`src/design/llss_pkg.sv`:
```
`default_nettype none
package llss_pkg;

	localparam int NUM_SERVERS = 3;
	localparam int SCAN_W = (NUM_SERVERS > 1) ? $clog2(NUM_SERVERS) : 1;

	localparam int TYPE_W = 1;
	localparam int INDEX_W = 2;
	localparam int LOAD_W = 20;
	localparam int AGE_W = 8;
	localparam int PORT_W = 16;
	localparam int CFG_IDX_W = 2;
	localparam int CFG_DATA_W = 20;

	localparam logic [AGE_W-1:0] AGE_MAX = 8'hFF;
	localparam logic [AGE_W-1:0] TIMEOUT_RESET = 8'd5;
	localparam logic [LOAD_W-1:0] CEILING_RESET = 20'd666666;
	localparam logic [PORT_W-1:0] PORT_BASE_RESET = 16'd10000;

	localparam int LATENCY = NUM_SERVERS + 2;

	typedef enum logic [CFG_IDX_W-1:0] {
		REG_TIMEOUT = 2'd0,
		REG_CEILING = 2'd1,
		REG_PORT_BASE = 2'd2
	} reg_idx_t;

	typedef enum logic [TYPE_W-1:0] {
		REQ_TICK = 1'b0,
		REQ_HEARTBEAT = 1'b1
	} req_t;

	typedef enum logic [1:0] {
		ST_IDLE,
		ST_UPDATE,
		ST_SCAN,
		ST_OUT
	} state_t;

	typedef struct packed {
		logic capture;
		logic apply;
		logic step;
	} cmd_t;

	typedef struct packed {
		logic scan_last;
	} sts_t;

endpackage
`default_nettype wire

```
`src/design/least_loaded_server_selector.sv`:
```
// Least-loaded server selector.
// Keeps alive/heard/load/age for each back-end server and reports the live
// server with the smallest load below the ceiling after every item.
// Input: start with req_type, server_index, reported_load; an item is taken
// at a clock edge where start is high and busy is low. req_type 1 is a
// heartbeat, 0 is a one-second tick.
// Output: done is high for exactly one cycle with chosen_server,
// chosen_port and found valid in that cycle. The receiver cannot stall.
// Sequence: the table is updated (all servers in parallel), then the scan
// comparator visits the servers one at a time, then the result is presented.
// Items do not overlap: busy is high from the update through the scan, and
// a new item may be accepted in the cycle done is high.
// Configuration: cfg_we, cfg_index, cfg_data; index 0 timeout, 1 load
// ceiling, 2 port base. Write only while no item is in progress.
// Reset: all servers alive with load 0 and age 0, none heard; registers
// return to timeout 5, ceiling 666666, port base 10000.
`default_nettype none
module least_loaded_server_selector (
	input  wire logic                              clk,
	input  wire logic                              arst_n,
	input  wire logic                              start,
	output logic                                   busy,
	output logic                                   done,
	input  wire logic                              cfg_we,
	input  wire logic [llss_pkg::CFG_IDX_W-1:0]    cfg_index,
	input  wire logic [llss_pkg::CFG_DATA_W-1:0]   cfg_data,
	input  wire logic [llss_pkg::TYPE_W-1:0]       req_type,
	input  wire logic [llss_pkg::INDEX_W-1:0]      server_index,
	input  wire logic [llss_pkg::LOAD_W-1:0]       reported_load,
	output logic      [llss_pkg::INDEX_W-1:0]      chosen_server,
	output logic      [llss_pkg::PORT_W-1:0]       chosen_port,
	output logic                                   found
);

	llss_pkg::cmd_t cmd;
	llss_pkg::sts_t sts;

	llss_ctrl u_ctrl (
		.clk    (clk),
		.arst_n (arst_n),
		.start  (start),
		.sts    (sts),
		.cmd    (cmd),
		.busy   (busy),
		.done   (done)
	);

	llss_dp u_dp (
		.clk           (clk),
		.arst_n        (arst_n),
		.cmd           (cmd),
		.sts           (sts),
		.cfg_we        (cfg_we),
		.cfg_index     (cfg_index),
		.cfg_data      (cfg_data),
		.req_type      (req_type),
		.server_index  (server_index),
		.reported_load (reported_load),
		.chosen_server (chosen_server),
		.chosen_port   (chosen_port),
		.found         (found)
	);

	a_latency: assert property (@(posedge clk) disable iff (!arst_n)
		start && !busy |-> ##(llss_pkg::LATENCY) done)
		else $error("result strobe missing after item");

	a_busy_after_accept: assert property (@(posedge clk) disable iff (!arst_n)
		start && !busy |=> busy && !done)
		else $error("not busy after item accepted");

	a_single_strobe: assert property (@(posedge clk) disable iff (!arst_n)
		done |=> !done)
		else $error("result strobe longer than one cycle");

	a_none_found: assert property (@(posedge clk) disable iff (!arst_n)
		done && !found |-> chosen_server == '0)
		else $error("nonzero index with no server found");

endmodule
`default_nettype wire

```
`src/design/llss_ctrl.sv`:
```
`default_nettype none
module llss_ctrl (
	input  wire logic          clk,
	input  wire logic          arst_n,
	input  wire logic          start,
	input  wire llss_pkg::sts_t sts,
	output llss_pkg::cmd_t     cmd,
	output logic               busy,
	output logic               done
);

	llss_pkg::state_t state_q;
	llss_pkg::state_t state_next;

	always_ff @(posedge clk or negedge arst_n) begin
		if (!arst_n) begin
			state_q <= llss_pkg::ST_IDLE;
		end else begin
			state_q <= state_next;
		end
	end

	always_comb begin
		state_next = state_q;
		cmd = '0;
		busy = 1'b0;
		done = 1'b0;
		unique case (state_q)
			llss_pkg::ST_IDLE: begin
				if (start) begin
					cmd.capture = 1'b1;
					state_next = llss_pkg::ST_UPDATE;
				end
			end
			llss_pkg::ST_UPDATE: begin
				busy = 1'b1;
				cmd.apply = 1'b1;
				state_next = llss_pkg::ST_SCAN;
			end
			llss_pkg::ST_SCAN: begin
				busy = 1'b1;
				cmd.step = 1'b1;
				if (sts.scan_last) begin
					state_next = llss_pkg::ST_OUT;
				end
			end
			llss_pkg::ST_OUT: begin
				done = 1'b1;
				if (start) begin
					cmd.capture = 1'b1;
					state_next = llss_pkg::ST_UPDATE;
				end else begin
					state_next = llss_pkg::ST_IDLE;
				end
			end
			default: begin
				state_next = llss_pkg::ST_IDLE;
			end
		endcase
	end

endmodule
`default_nettype wire

```
`src/design/llss_dp.sv`:
```
`default_nettype none
module llss_dp (
	input  wire logic                              clk,
	input  wire logic                              arst_n,
	input  wire llss_pkg::cmd_t                    cmd,
	output llss_pkg::sts_t                         sts,
	input  wire logic                              cfg_we,
	input  wire logic [llss_pkg::CFG_IDX_W-1:0]    cfg_index,
	input  wire logic [llss_pkg::CFG_DATA_W-1:0]   cfg_data,
	input  wire logic [llss_pkg::TYPE_W-1:0]       req_type,
	input  wire logic [llss_pkg::INDEX_W-1:0]      server_index,
	input  wire logic [llss_pkg::LOAD_W-1:0]       reported_load,
	output logic      [llss_pkg::INDEX_W-1:0]      chosen_server,
	output logic      [llss_pkg::PORT_W-1:0]       chosen_port,
	output logic                                   found
);

	logic [llss_pkg::AGE_W-1:0]  timeout_q;
	logic [llss_pkg::LOAD_W-1:0] ceiling_q;
	logic [llss_pkg::PORT_W-1:0] port_base_q;

	logic [llss_pkg::TYPE_W-1:0]  req_q;
	logic [llss_pkg::INDEX_W-1:0] srv_q;
	logic [llss_pkg::LOAD_W-1:0]  rep_load_q;

	logic                        alive_q [llss_pkg::NUM_SERVERS];
	logic                        heard_q [llss_pkg::NUM_SERVERS];
	logic [llss_pkg::LOAD_W-1:0] load_q  [llss_pkg::NUM_SERVERS];
	logic [llss_pkg::AGE_W-1:0]  age_q   [llss_pkg::NUM_SERVERS];

	logic                        alive_d [llss_pkg::NUM_SERVERS];
	logic                        heard_d [llss_pkg::NUM_SERVERS];
	logic [llss_pkg::LOAD_W-1:0] load_d  [llss_pkg::NUM_SERVERS];
	logic [llss_pkg::AGE_W-1:0]  age_d   [llss_pkg::NUM_SERVERS];

	logic [llss_pkg::SCAN_W-1:0] cnt_q;
	logic [llss_pkg::LOAD_W-1:0] best_q;
	logic [llss_pkg::SCAN_W-1:0] pick_q;
	logic                        hit_q;
	logic                        better;

	always_ff @(posedge clk or negedge arst_n) begin
		if (!arst_n) begin
			timeout_q <= llss_pkg::TIMEOUT_RESET;
			ceiling_q <= llss_pkg::CEILING_RESET;
			port_base_q <= llss_pkg::PORT_BASE_RESET;
		end else if (cfg_we) begin
			case (cfg_index)
				llss_pkg::REG_TIMEOUT: begin
					timeout_q <= cfg_data[llss_pkg::AGE_W-1:0];
				end
				llss_pkg::REG_CEILING: begin
					ceiling_q <= cfg_data[llss_pkg::LOAD_W-1:0];
				end
				llss_pkg::REG_PORT_BASE: begin
					port_base_q <= cfg_data[llss_pkg::PORT_W-1:0];
				end
				default: begin
				end
			endcase
		end
	end

	always_ff @(posedge clk) begin
		if (cmd.capture) begin
			req_q <= req_type;
			srv_q <= server_index;
			rep_load_q <= reported_load;
		end
	end

	always_comb begin
		for (int i = 0; i < llss_pkg::NUM_SERVERS; i++) begin
			alive_d[i] = alive_q[i];
			heard_d[i] = heard_q[i];
			load_d[i] = load_q[i];
			age_d[i] = age_q[i];
			if (req_q == llss_pkg::REQ_HEARTBEAT) begin
				if (32'(srv_q) == i) begin
					alive_d[i] = 1'b1;
					heard_d[i] = 1'b1;
					load_d[i] = rep_load_q;
					age_d[i] = '0;
				end
			end else if (heard_q[i]) begin
				if (age_q[i] != llss_pkg::AGE_MAX) begin
					age_d[i] = age_q[i] + 8'd1;
				end
				if (age_d[i] > timeout_q) begin
					alive_d[i] = 1'b0;
				end
			end
		end
	end

	always_ff @(posedge clk or negedge arst_n) begin
		if (!arst_n) begin
			for (int i = 0; i < llss_pkg::NUM_SERVERS; i++) begin
				alive_q[i] <= 1'b1;
				heard_q[i] <= 1'b0;
				load_q[i] <= '0;
				age_q[i] <= '0;
			end
		end else if (cmd.apply) begin
			for (int i = 0; i < llss_pkg::NUM_SERVERS; i++) begin
				alive_q[i] <= alive_d[i];
				heard_q[i] <= heard_d[i];
				load_q[i] <= load_d[i];
				age_q[i] <= age_d[i];
			end
		end
	end

	assign better = alive_q[cnt_q] && (load_q[cnt_q] < best_q);
	assign sts.scan_last = (cnt_q == llss_pkg::SCAN_W'(llss_pkg::NUM_SERVERS - 1));

	always_ff @(posedge clk or negedge arst_n) begin
		if (!arst_n) begin
			cnt_q <= '0;
			best_q <= '0;
			pick_q <= '0;
			hit_q <= 1'b0;
		end else if (cmd.apply) begin
			cnt_q <= '0;
			best_q <= ceiling_q;
			pick_q <= '0;
			hit_q <= 1'b0;
		end else if (cmd.step) begin
			if (!sts.scan_last) begin
				cnt_q <= cnt_q + llss_pkg::SCAN_W'(1);
			end
			if (better) begin
				best_q <= load_q[cnt_q];
				pick_q <= cnt_q;
				hit_q <= 1'b1;
			end
		end
	end

	assign chosen_server = llss_pkg::INDEX_W'(pick_q);
	assign chosen_port = port_base_q + llss_pkg::PORT_W'(pick_q);
	assign found = hit_q;

endmodule
`default_nettype wire
```
`config.mk`:
```
export PLATFORM = sky130hd
export DESIGN_NAME = least_loaded_server_selector
export DESIGN_NICKNAME = d
export VERILOG_FILES = /design/src/design/llss_pkg.sv /design/src/design/least_loaded_server_selector.sv /design/src/design/llss_ctrl.sv /design/src/design/llss_dp.sv
export SDC_FILE = /design/constraint.sdc
export NUM_CORES = 1
export LEC_CHECK = 0
export BUFFER_PORTS_ARGS = -buffer_cell sky130_fd_sc_hd__buf_2
export CAP_MARGIN = 20
export CORE_MARGIN = 5
export CORE_UTILIZATION = 40
export DETAILED_ROUTE_END_ITERATION = 8
export HOLD_SLACK_MARGIN = 0.03
export PLACE_DENSITY = 0.58
export SLEW_MARGIN = 10
export SYNTH_ARGS = -nofsm -noshare
export SYNTH_HDL_FRONTEND = slang
export SYNTH_SLANG_ARGS = --single-unit
```
`constraint.sdc`:
```
create_clock -name clk -period 5 [get_ports clk]
set_input_delay 0.5 -clock clk [delete_from_list [all_inputs] [get_ports clk]]
set_output_delay 0.5 -clock clk [all_outputs]
set_load 0.01 [all_outputs]
```
# --- Word level (Yosys, flattened, before mapping) ---
# Cells that the tools add are included.
word_totals:
  wordCells: 138
  output_inout_bits: 21
  ff_bits: 184
  inputBits: 49
op_classes:
  addsub: 5
  bitwise_logic: 1
  magnitude_cmp: 5
  n_eq_ne: 17
  muxes: 58
  reduce_logical: 29
ops:
  columns: ["cell", "count"]
  rows:
  - ["two-way mux 8 bit", 18]
  - ["two-way mux 20 bit", 5]
  - ["binary-select mux 20 bit (select 2 bit)", 1]
  - ["adder 8 x 1 -> 8 bit, second input constant", 3]
  - ["> comparator 8 bit", 3]
  - ["two-way mux 1 bit", 24]
  - ["!= test 8 bit, second input constant", 3]
  - ["less-than comparator 20 bit", 1]
  - ["AND reduction 3 bit", 6]
  - ["adder 16 x 2 -> 16 bit", 1]
  - ["two-way mux 2 bit", 8]
  - ["nonzero test 2 bit", 8]
  - ["!= test 2 bit, second input constant", 6]
  - ["AND reduction 2 bit", 6]
  - ["AND reduction 4 bit", 3]
  - ["equality test 2 bit, second input constant", 5]
  - ["case mux 2 bit (4 select lines)", 1]
  - ["equality test 2 x 1 -> 1 bit, second input constant", 3]
  - ["zero test 2 bit", 3]
  - ["OR reduction 2 bit", 2]
  - ["greater-or-equal comparator 3 bit, second input constant", 1]
  - ["NOT 2 -> 3 bit", 1]
  - ["adder 2 x 1 -> 2 bit, second input constant", 1]
  - ["binary-select mux 1 bit (select 2 bit)", 1]
  - ["logical AND 1 bit", 1]

# --- Depth between registers and ports, before layout ---
# Gate-level depths: netlist of run 1.
depth:
  ltp_word: 9
  ltp_mapped: 14
  ltp_nobuf: 12

# --- Modules after synthesis ---
# A second synthesis of run 1 with hierarchy kept.
hier_totals:
  hier_cells: 977
  hier_area_um2: 10083.4
by_module_without_submodules:
  columns: ["module", "instances", "area_each_um2", "cells_each", "seq_area_each_um2"]
  rows:
  - ["llss_dp", 1, 9895.7, 959, 4692.0]
  - ["llss_ctrl", 1, 187.7, 18, 50.0]

# --- Worst setup path before layout of run 1 ---
# No wires, ideal clock.
synth_timing:
  path_type: "flip-flop to flip-flop"
  from: "reg u_dp.cnt_q[1] in the netlist's numbering"
  to: "reg u_dp.best_q[10] in the netlist's numbering"
  slack_ns: 1.353
  arrival_time_ns: 3.523
  setup_ns: 0.124
  stages_incl_launch_ff: 15
  path_cell_list: "dfrtp_1 > buf_2 > buf_1 > mux2i_1 > nor2_1 > a21oi_1 > inv_1 > ha_1 > nand4_2 > or4_4 > a2111oi_4 > nor3_2 > and2_4 > buf_6 > o31a_1"
synth_via:
  elab_chain_len: 8
  elab_cells_between_ends: 14
  cone_classes: "order compare: 1; mux: 9; bitwise: 1; reduce/logical: 3"
synth_lines:
  columns: ["item", "line", "rtl"]
  rows:
  - ["from (decl)", "llss_dp.sv:36", "logic [llss_pkg::SCAN_W-1:0] cnt_q;"]
  - ["from (signal assigned)", "llss_dp.sv:130", "cnt_q <= cnt_q + llss_pkg::SCAN_W'(1);"]
  - ["NOT 2 -> 3 bit (not written as such) (*)", "llss_dp.sv:114, llss_dp.sv:133", null]
  - ["binary-select mux 20 bit (select 2 bit)", "llss_dp.sv:114, llss_dp.sv:133", null]
  - ["two-way mux 20 bit (not written as such) (2 in series)", "llss_dp.sv:114, llss_dp.sv:133", null]
  - ["less-than comparator 20 bit", "llss_dp.sv:114", "assign better = alive_q[cnt_q] && (load_q[cnt_q] < best_q);"]
  - ["logical AND 1 bit", "llss_dp.sv:114", null]
  - ["nonzero test 2 bit (no source line)", null, null]
  - ["AND reduction 2 bit (no source line)", null, null]
  - ["to (signal assigned)", "llss_dp.sv:125", "best_q <= ceiling_q;"]
  - ["to (signal assigned)", "llss_dp.sv:133", "best_q <= load_q[cnt_q];"]
  - ["to (decl)", "llss_dp.sv:37", "logic [llss_pkg::LOAD_W-1:0] best_q;"]
# Every way passes the cells marked *; elsewhere a longest branch is shown, timed or not. The select of a mux whose other input is x is not followed.
# A chain may end at the register's enable or synchronous reset.

# --- Worst setup path after layout of run 1 ---
layout_timing:
  from: "reg u_dp.cnt_q[1] in the netlist's numbering"
  to: "reg u_dp.best_q[9] in the netlist's numbering"
# The elaborated chain is that of the path after synthesis.

==> metrics.txt, run 1 <==
# TYPE chip_impl_metric gauge
chip_impl_info{name="outcome",value="finished, final reports clean"} 1
chip_impl_metric{name="postSynth.asyncResetShare",unit=""} 0.875
chip_impl_metric{name="sequential_cell_area",unit="sq um"} 4740
chip_impl_metric{name="placed_cells_incl_taps",unit=""} 1198
chip_impl_metric{name="fmax",unit="GHz"} 0.256
chip_impl_metric{name="detailroute.via_count",unit=""} 6342
chip_impl_metric{name="setup-violations-final",unit=""} 0
chip_impl_metric{name="drt_drc_violations_left",unit=""} 0
chip_impl_metric{name="multi_input_area",unit="sq um"} 4350
chip_impl_metric{name="synth.yosys.seq_area_share",unit=""} 0.504
chip_impl_metric{name="die_w",unit="um"} 163
chip_impl_metric{name="maxCapViolCount",unit=""} 0
chip_impl_metric{name="num_antenna_cells",unit=""} 0
chip_impl_metric{name="total_of_fill_cells_in_the_finished_design",unit=""} 2206
chip_impl_info{name="post_synth_main_area_contributors",value="dfrtp_1 (38%), mux2_2 (12%), edfxtp_1 (7.3%), ha_1 (7.2%), dfstp_2 (5.0%)"} 1
chip_impl_metric{name="post_synth_num_cell_types",unit=""} 59
chip_impl_metric{name="crit_required",unit="ps"} 5320
chip_impl_metric{name="synth-edff-count",unit=""} 23
chip_impl_metric{name="clk_path_buf_depth",unit=""} 2
chip_impl_metric{name="critPathMaxFanout",unit=""} 17
chip_impl_metric{name="synthesis.area",unit="sq um"} 9400
chip_impl_metric{name="postPlaceCellArea",unit="sq um"} 10100
chip_impl_metric{name="first_drt_iteration_drcs",unit=""} 424
chip_impl_metric{name="worstSkewPairLatency",unit="ps"} 440
chip_impl_metric{name="min_period_over_period",unit=""} 0.783
chip_impl_metric{name="post_synth.cell_area_avg",unit="sq um"} 11.3
chip_impl_metric{name="floorplan.initialDensity",unit=""} 0.403
chip_impl_info{name="regToRegEndpoint",value="u_dp.best_q[9]"} 1
chip_impl_info{name="timing.hold.worst_endpoint",value="u_dp.rep_load_q[10]"} 1
chip_impl_metric{name="synth_cells",unit=""} 829
chip_impl_metric{name="numCtsBuffers",unit=""} 17
chip_impl_info{name="worst_r2r_startpoint",value="u_dp.cnt_q[1]"} 1
chip_impl_metric{name="period_needed",unit="ps"} 3910
chip_impl_metric{name="global_route_wire_length_before_repair",unit="mm"} 34.0
chip_impl_metric{name="wire_per_inst",unit="um"} 16.4
chip_impl_metric{name="finalHoldViolations",unit=""} 0
chip_impl_metric{name="cts_max_level",unit=""} 4
chip_impl_metric{name="antenna_violating_nets_post_route",unit=""} 0
chip_impl_metric{name="die_height",unit="um"} 163
chip_impl_info{name="worstHoldPathType",value="input port to flop"} 1
chip_impl_metric{name="timing_worst_slew_pin_value",unit="ps"} 1000
chip_impl_metric{name="grt_pass1_vias",unit=""} 6370
chip_impl_metric{name="post-route-worst-setup-slack",unit="ps"} 1090
chip_impl_metric{name="timing_max_transition_violations_final",unit=""} 0
chip_impl_metric{name="syn_to_final_growth",unit="%"} 14.4
chip_impl_info{name="cpMaxStageDelayCell",value="dfrtp_1"} 1
chip_impl_metric{name="timing.slew.headroom",unit=""} 0.329
chip_impl_metric{name="p_leak",unit="nW"} 4.85
chip_impl_info{name="critPathKind",value="flop to flop"} 1
chip_impl_metric{name="post-place-ws",unit="ps"} 1060
chip_impl_info{name="root_buffer",value="clkbuf_16"} 1
chip_impl_metric{name="timing.reg2reg.setup_slack",unit="ps"} 1090
chip_impl_metric{name="postLayoutCoreUtil",unit=""} 0.461
chip_impl_metric{name="globalRouteOverflowTotal",unit=""} 0
chip_impl_metric{name="synth_top_cell_area_share",unit=""} 0.381
chip_impl_metric{name="core.rowCount",unit=""} 56
chip_impl_metric{name="worstRegToRegCells",unit=""} 12
chip_impl_metric{name="post_route_cells_drive_above_1_share",unit=""} 0.275
chip_impl_metric{name="cp.arrival",unit="ps"} 4230
chip_impl_info{name="synth_area_leader_cell",value="dfrtp_1"} 1
chip_impl_info{name="timing.critical_path.from_type",value="flop"} 1
chip_impl_info{name="unrepaired_setup_endpoints_after_global_routing",value="no"} 1
chip_impl_info{name="clock_tree_from_tritoncts",value="done"} 1
chip_impl_metric{name="cts.sinks",unit=""} 184
chip_impl_info{name="final_common_cell",value="dfrtp_1"} 1
chip_impl_info{name="min_from",value="reported_load[10]"} 1
chip_impl_metric{name="total_length_of_routed_wires",unit="mm"} 20.2
chip_impl_info{name="timing.critical_path.to_type",value="flop"} 1
chip_impl_info{name="ys.flop_type",value="dfrtp_1"} 1
chip_impl_metric{name="finish.net_count",unit=""} 1004
chip_impl_metric{name="dp_hpwl",unit="mm"} 14.5
chip_impl_metric{name="place.gp.congestion",unit=""} 0.816
chip_impl_metric{name="die_area",unit="sq um"} 26700
chip_impl_metric{name="area_of_all_placed_cells_without_fillers",unit="sq um"} 10800
chip_impl_metric{name="io_buffers",unit=""} 69
chip_impl_info{name="crit_chain",value="buf_4 -> mux2i_1 -> nor2_1 -> a21oi_1 -> inv_1 -> ha_1 -> nand4_1 -> or4_4 -> a2111oi_4 -> nor3_2 -> and2_4 -> o31a_2"} 1
chip_impl_metric{name="critical_path.max_stage_delay",unit="ps"} 700
chip_impl_metric{name="grt_max_degree",unit=""} 109
chip_impl_metric{name="viasPerCell",unit=""} 5.15
chip_impl_metric{name="tns",unit="ps"} 0
chip_impl_metric{name="cts.clk_slew.worst_paths",unit="ps"} 80
chip_impl_info{name="commonest_non_fill_non_tap_cells_in_the_layout",value="dfrtp_1 (143), mux2_2 (104), buf_2 (68)"} 1
chip_impl_metric{name="hold_path_depth",unit=""} 1
chip_impl_metric{name="grt.total_usage",unit=""} 0.160
chip_impl_metric{name="ys_warn_count",unit=""} 0
chip_impl_metric{name="io-pin-count",unit=""} 70
chip_impl_metric{name="area_of_the_core",unit="sq um"} 23300
chip_impl_metric{name="power.density",unit="nW/um^2"} 596
chip_impl_metric{name="synth_seq_cells",unit=""} 184
chip_impl_metric{name="skew",unit="ps"} 12.9
chip_impl_metric{name="vdd_drop_max",unit="uV"} 339
chip_impl_metric{name="grt_antenna_before_repair",unit=""} 0
chip_impl_metric{name="syn-num-nets",unit=""} 933
chip_impl_info{name="critical_path.top_delay_family",value="simple AND/OR/NAND/NOR gates"} 1
chip_impl_metric{name="drt_pre_antenna_iters",unit=""} 5
chip_impl_metric{name="bufs_and_invs_on_worst_path",unit=""} 2
chip_impl_metric{name="instances_no_fill",unit=""} 1232
[layer usage]
layer	routed length (um)	track usage
met5	0	0
met4	186	0.0393
met2	8900	0.238
met3	674	0.0331
met1	10400	0.238
[area by class of cell]
cell class              instances  share of cell area
multi-input cells             564               0.405
well taps                     319              0.0371
repair buffers                 83              0.0446
flip-flops and latches        184               0.441
inverters                      50              0.0174
clock inverters                14              0.0145
clock buffers                  18              0.0408
[worst max-delay path by stage]
stage	start	to	slack, ps	depth (start not counted)
final	u_dp.cnt_q[1]	u_dp.best_q[9]	1090	12
after floorplan	u_dp.cnt_q[1]	u_dp.best_q[10]	1350	14
after global placement	u_dp.cnt_q[1]	u_dp.best_q[9]	1170	12
after global routing	u_dp.cnt_q[1]	u_dp.best_q[9]	830	12
after detailed placement	u_dp.cnt_q[1]	u_dp.best_q[9]	1060	12
after CTS	u_dp.cnt_q[1]	u_dp.best_q[9]	1050	12
[flip-flops by register name, summed over array words and instances (netlist names)]
signal	flops
u_ctrl.state_q	2
u_dp.age_q	24
u_dp.alive_q	3
u_dp.best_q	20
u_dp.ceiling_q	20
u_dp.chosen_server	2
u_dp.cnt_q	2
u_dp.found	1
u_dp.heard_q	3
u_dp.load_q	60
u_dp.port_base_q	16
u_dp.rep_load_q	20
u_dp.req_q	1
u_dp.srv_q	2
u_dp.timeout_q	8
[stage by stage]
stage / hold slack, ps / power, mW
4_1_cts: 216 / 6.48
2_1_floorplan: 204 / 4.37
6_report: 231 / 6.41
3_5_place_dp: 477 / 5.09
5_1_grt: 209 / 6.94
3_3_place_gp: 474 / 5.03
[Yosys cell counts (all sizes together), types with 7 or more instances]
cell type	number
nor2b	8
dfrtp	143
clkbuf	22
ha	54
nand4	14
edfxtp	23
inv	50
nor3	7
mux2i	32
o21a	7
o21ai	49
mux2	105
dfstp	18
xnor2	17
nand2b	9
nand2	59
nor2	49
a21oi	43
nand3	25
o31a	11
and3	14
buf	9
xor2	7
[kinds of logic (layout without fill, tap and decap cells)]
logic type / after synthesis / after routing / share of synthesized area
buf+inv: 81 / 165 / 0.0337
mux: 137 / 137 / 0.160
xor+xnor: 24 / 24 / 0.0224
compound gates: 147 / 147 / 0.0999
fa+ha+maj: 55 / 55 / 0.0740
flops: 184 / 184 / 0.504
simple gates: 201 / 201 / 0.106
[power breakdown]
part / internal [mW] / total, mW / leakage, nW / switching (mW)
combinational: 1.20 / 2.60 / 2.40 / 1.41
sequential: 2.09 / 2.44 / 2.16 / 0.359
clock: 0.725 / 1.36 / 0.288 / 0.637
total: 4.01 / 6.41 / 4.85 / 2.40
[repair_timing]
action                    in CTS  in global routing
setup buffers                  0                  0
resized for setup              0                  0
hold endpoints to repair       0                 18
hold buffers                   0                  1
(Power assumes the default switching activity.)
==> inputs of run 2 (changes only) <==
clock period = 4 ns   (was 5 ns; I/O delays follow)
==> run 2 against run 1 <==
  * Combinational power is 28% higher
  * Via count barely moved
  * Setup slack worse by 560 ps
  * Worst hold slack got worse by 170 ps
  * Clock power grew 15%
  * Register-to-register slack lost 560 ps
  * Sequential share of layout area grew 0.19 points
  * Maximum frequency rose by 13%
  * Non-clock buffer count grew 1
  * Critical path type unchanged
==> metrics.txt, run 2 (synthesized netlist as in run 1, its figures left out) <==
# TYPE chip_impl_metric gauge
chip_impl_metric{name="grt.total_usage",unit=""} 0.156
chip_impl_metric{name="tns",unit="ps"} 0
chip_impl_metric{name="placed_cells_incl_taps",unit=""} 1201
chip_impl_info{name="worst_path_most_repeated_cell",value="buf_4"} 1
chip_impl_metric{name="core.rowCount",unit=""} 56
chip_impl_info{name="final_common_cell",value="dfrtp_1"} 1
chip_impl_metric{name="bufs_and_invs_on_worst_path",unit=""} 3
chip_impl_info{name="clock_tree_from_tritoncts",value="done"} 1
chip_impl_metric{name="post_route_cells_drive_above_1_share",unit=""} 0.277
chip_impl_info{name="timing.critical_path.to_type",value="flop"} 1
chip_impl_metric{name="power_frac_clock",unit=""} 0.196
chip_impl_metric{name="area_of_the_core",unit="sq um"} 23300
chip_impl_metric{name="cts.hold.buffers_added",unit=""} 0
chip_impl_metric{name="instances_no_fill",unit=""} 1233
chip_impl_metric{name="power.density",unit="nW/um^2"} 739
chip_impl_metric{name="timing.slew.headroom",unit=""} 0.350
chip_impl_metric{name="place.gp.congestion",unit=""} 0.838
chip_impl_metric{name="fmax",unit="GHz"} 0.288
chip_impl_metric{name="period_needed",unit="ps"} 3480
chip_impl_metric{name="io-pin-count",unit=""} 70
chip_impl_metric{name="cts_max_level",unit=""} 4
chip_impl_metric{name="intPower",unit="mW"} 4.97
chip_impl_metric{name="vdd_drop_max",unit="uV"} 364
chip_impl_info{name="critical_path.top_delay_family",value="simple AND/OR/NAND/NOR gates"} 1
chip_impl_metric{name="detailroute.via_count",unit=""} 6343
chip_impl_metric{name="syn_to_final_growth",unit="%"} 13.9
chip_impl_metric{name="grt_antenna_before_repair",unit=""} 0
chip_impl_metric{name="min_period_over_period",unit=""} 0.869
chip_impl_metric{name="critPathMaxFanout",unit=""} 15
chip_impl_metric{name="timing_max_transition_violations_final",unit=""} 0
chip_impl_metric{name="total_of_fill_cells_in_the_finished_design",unit=""} 2173
chip_impl_metric{name="p_leak",unit="nW"} 4.82
chip_impl_metric{name="post-route-worst-setup-slack",unit="ps"} 523
chip_impl_metric{name="timing_worst_slew_pin_value",unit="ps"} 972
chip_impl_metric{name="maxCapViolCount",unit=""} 0
chip_impl_info{name="commonest_non_fill_non_tap_cells_in_the_layout",value="dfrtp_1 (143), mux2_2 (104), buf_2 (68)"} 1
chip_impl_metric{name="power.sequential.fraction",unit=""} 0.384
chip_impl_metric{name="num_antenna_cells",unit=""} 0
chip_impl_metric{name="crit_required",unit="ps"} 4300
chip_impl_metric{name="combinationalPowerShare",unit=""} 0.419
chip_impl_info{name="worstHoldPathType",value="input port to asynchronous set/reset pin"} 1
chip_impl_metric{name="sequential_cell_area",unit="sq um"} 4740
chip_impl_metric{name="worstRegToRegCells",unit=""} 12
chip_impl_metric{name="viasPerCell",unit=""} 5.14
chip_impl_metric{name="grt_max_degree",unit=""} 98
chip_impl_metric{name="timing.critical_path.depth",unit=""} 12
chip_impl_metric{name="die_height",unit="um"} 163
chip_impl_metric{name="dp_hpwl",unit="mm"} 14.3
chip_impl_metric{name="cts.clk_slew.worst_paths",unit="ps"} 70
chip_impl_metric{name="cp.arrival",unit="ps"} 3780
chip_impl_info{name="root_buffer",value="clkbuf_16"} 1
chip_impl_metric{name="worstSkewPairLatency",unit="ps"} 420
chip_impl_metric{name="critical_path.max_stage_delay",unit="ps"} 580
chip_impl_info{name="max_flop_register",value="u_dp.load_q"} 1
chip_impl_info{name="cpMaxStageDelayCell",value="or4_4"} 1
chip_impl_metric{name="skew",unit="ps"} 12.1
chip_impl_metric{name="antenna_violating_nets_post_route",unit=""} 0
chip_impl_metric{name="drt_pre_antenna_iters",unit=""} 4
chip_impl_metric{name="largest_register_ff_count",unit=""} 60
chip_impl_metric{name="postLayoutCoreUtil",unit=""} 0.459
chip_impl_metric{name="globalRouteOverflowTotal",unit=""} 0
chip_impl_metric{name="finish.net_count",unit=""} 1005
chip_impl_metric{name="cts.sinks",unit=""} 184
chip_impl_metric{name="global_route_wire_length_before_repair",unit="mm"} 33.1
chip_impl_metric{name="cts-resized-gates",unit=""} 0
chip_impl_metric{name="power_switching",unit="mW"} 2.95
chip_impl_info{name="unrepaired_setup_endpoints_after_global_routing",value="no"} 1
chip_impl_info{name="crit_chain",value="buf_4 -> nor2_1 -> buf_4 -> a21oi_1 -> inv_1 -> ha_1 -> nand4_2 -> or4_4 -> a2111oi_4 -> nor3_2 -> and2_4 -> o31a_2"} 1
chip_impl_info{name="critPathKind",value="flop to flop"} 1
chip_impl_metric{name="sw_frac_of_total",unit=""} 0.373
chip_impl_metric{name="total_length_of_routed_wires",unit="mm"} 19.9
chip_impl_metric{name="setup-violations-final",unit=""} 0
chip_impl_metric{name="numCtsBuffers",unit=""} 17
chip_impl_metric{name="wire_per_inst",unit="um"} 16.1
chip_impl_metric{name="die_w",unit="um"} 163
chip_impl_info{name="outcome",value="finished, final reports clean"} 1
chip_impl_metric{name="drt_drc_violations_left",unit=""} 0
chip_impl_metric{name="io_buffers",unit=""} 69
chip_impl_info{name="layout_top_registers",value="u_dp.load_q: 60 flops, u_dp.age_q: 24 flops"} 1
chip_impl_metric{name="die_area",unit="sq um"} 26700
chip_impl_metric{name="clk_path_buf_depth",unit=""} 2
chip_impl_info{name="timing.critical_path.from_type",value="flop"} 1
chip_impl_metric{name="post-place-ws",unit="ps"} 535
chip_impl_metric{name="finalHoldViolations",unit=""} 0
chip_impl_metric{name="floorplan.initialDensity",unit=""} 0.403
chip_impl_metric{name="grt_pass1_vias",unit=""} 6200
chip_impl_metric{name="multi_input_area",unit="sq um"} 4350
chip_impl_metric{name="first_drt_iteration_drcs",unit=""} 430
chip_impl_metric{name="cts_setup_buffers",unit=""} 0
chip_impl_metric{name="total_power",unit="mW"} 7.92
run 2: cell types whose count changed in the layout (fill, tap and decap cells not counted), sizes merged:
cell	change
bufinv	-1
dlygate4sd3	-1
clkinvlp	+3
inv	-4
clkinv	+1
clkbuf	+1
buf	+2
run 2: per-stage QoR:
stage                     area [sq um]  hold slack [ps]
after floorplan                   9400              104
after global placement           10200              470
after detailed placement         10200              474
after CTS                        10700              118
after global routing             10700              120
final                            10700             63.0
run 2: worst paths after layout:
check	to	startpoint	slack (ps)
worst min-delay path	u_dp.port_base_q[12]	arst_n	60
min in group clk	u_dp.rep_load_q[14]	reported_load[14]	140
worst max register to register	u_dp.best_q[9]	u_dp.cnt_q[1]	520
worst max-delay path	u_dp.best_q[9]	u_dp.cnt_q[1]	520
max in group asynchronous	u_dp.ceiling_q[17]	arst_n	3020
worst min register to register	u_dp.heard_q[2]	u_dp.heard_q[2]	490
run 2: worst reg2reg max path: stages, from the launching register on:
cell	delay [ps]
dfrtp_1	340
buf_4	260
nor2_1	90
buf_4	190
a21oi_1	300
inv_1	80
ha_1	290
nand4_2	100
or4_4	580
a2111oi_4	440
nor3_2	140
and2_4	240
o31a_2	330
run 2: final cells by class:
type                    instances  share of cell area
clock buffers                  19              0.0414
well taps                     319              0.0373
inverters                      50              0.0175
flip-flops and latches        184               0.443
repair buffers                 84              0.0457
clock inverters                13             0.00900
multi-input cells             564               0.406
run 2: per-layer routing:
metal | global-route usage | part of all wire | vias up
met2 | 0.232 | 0.44 | 107
met4 | 0.0423 | 0.012 | 0
li1 | - | - | 3114
met1 | 0.231 | 0.51 | 3108
met5 | 0 | 0 | -
met3 | 0.0318 | 0.036 | 14
run 2: power groups by stage:
stage,clock [mW],combinational [mW],sequential [mW]
finish,1.56,3.32,3.04
global route,1.68,3.75,3.12
CTS,1.61,3.36,3.04
detailed placement,0,3.35,3.07
global placement,0,3.28,3.07
floorplan,0,2.54,2.92
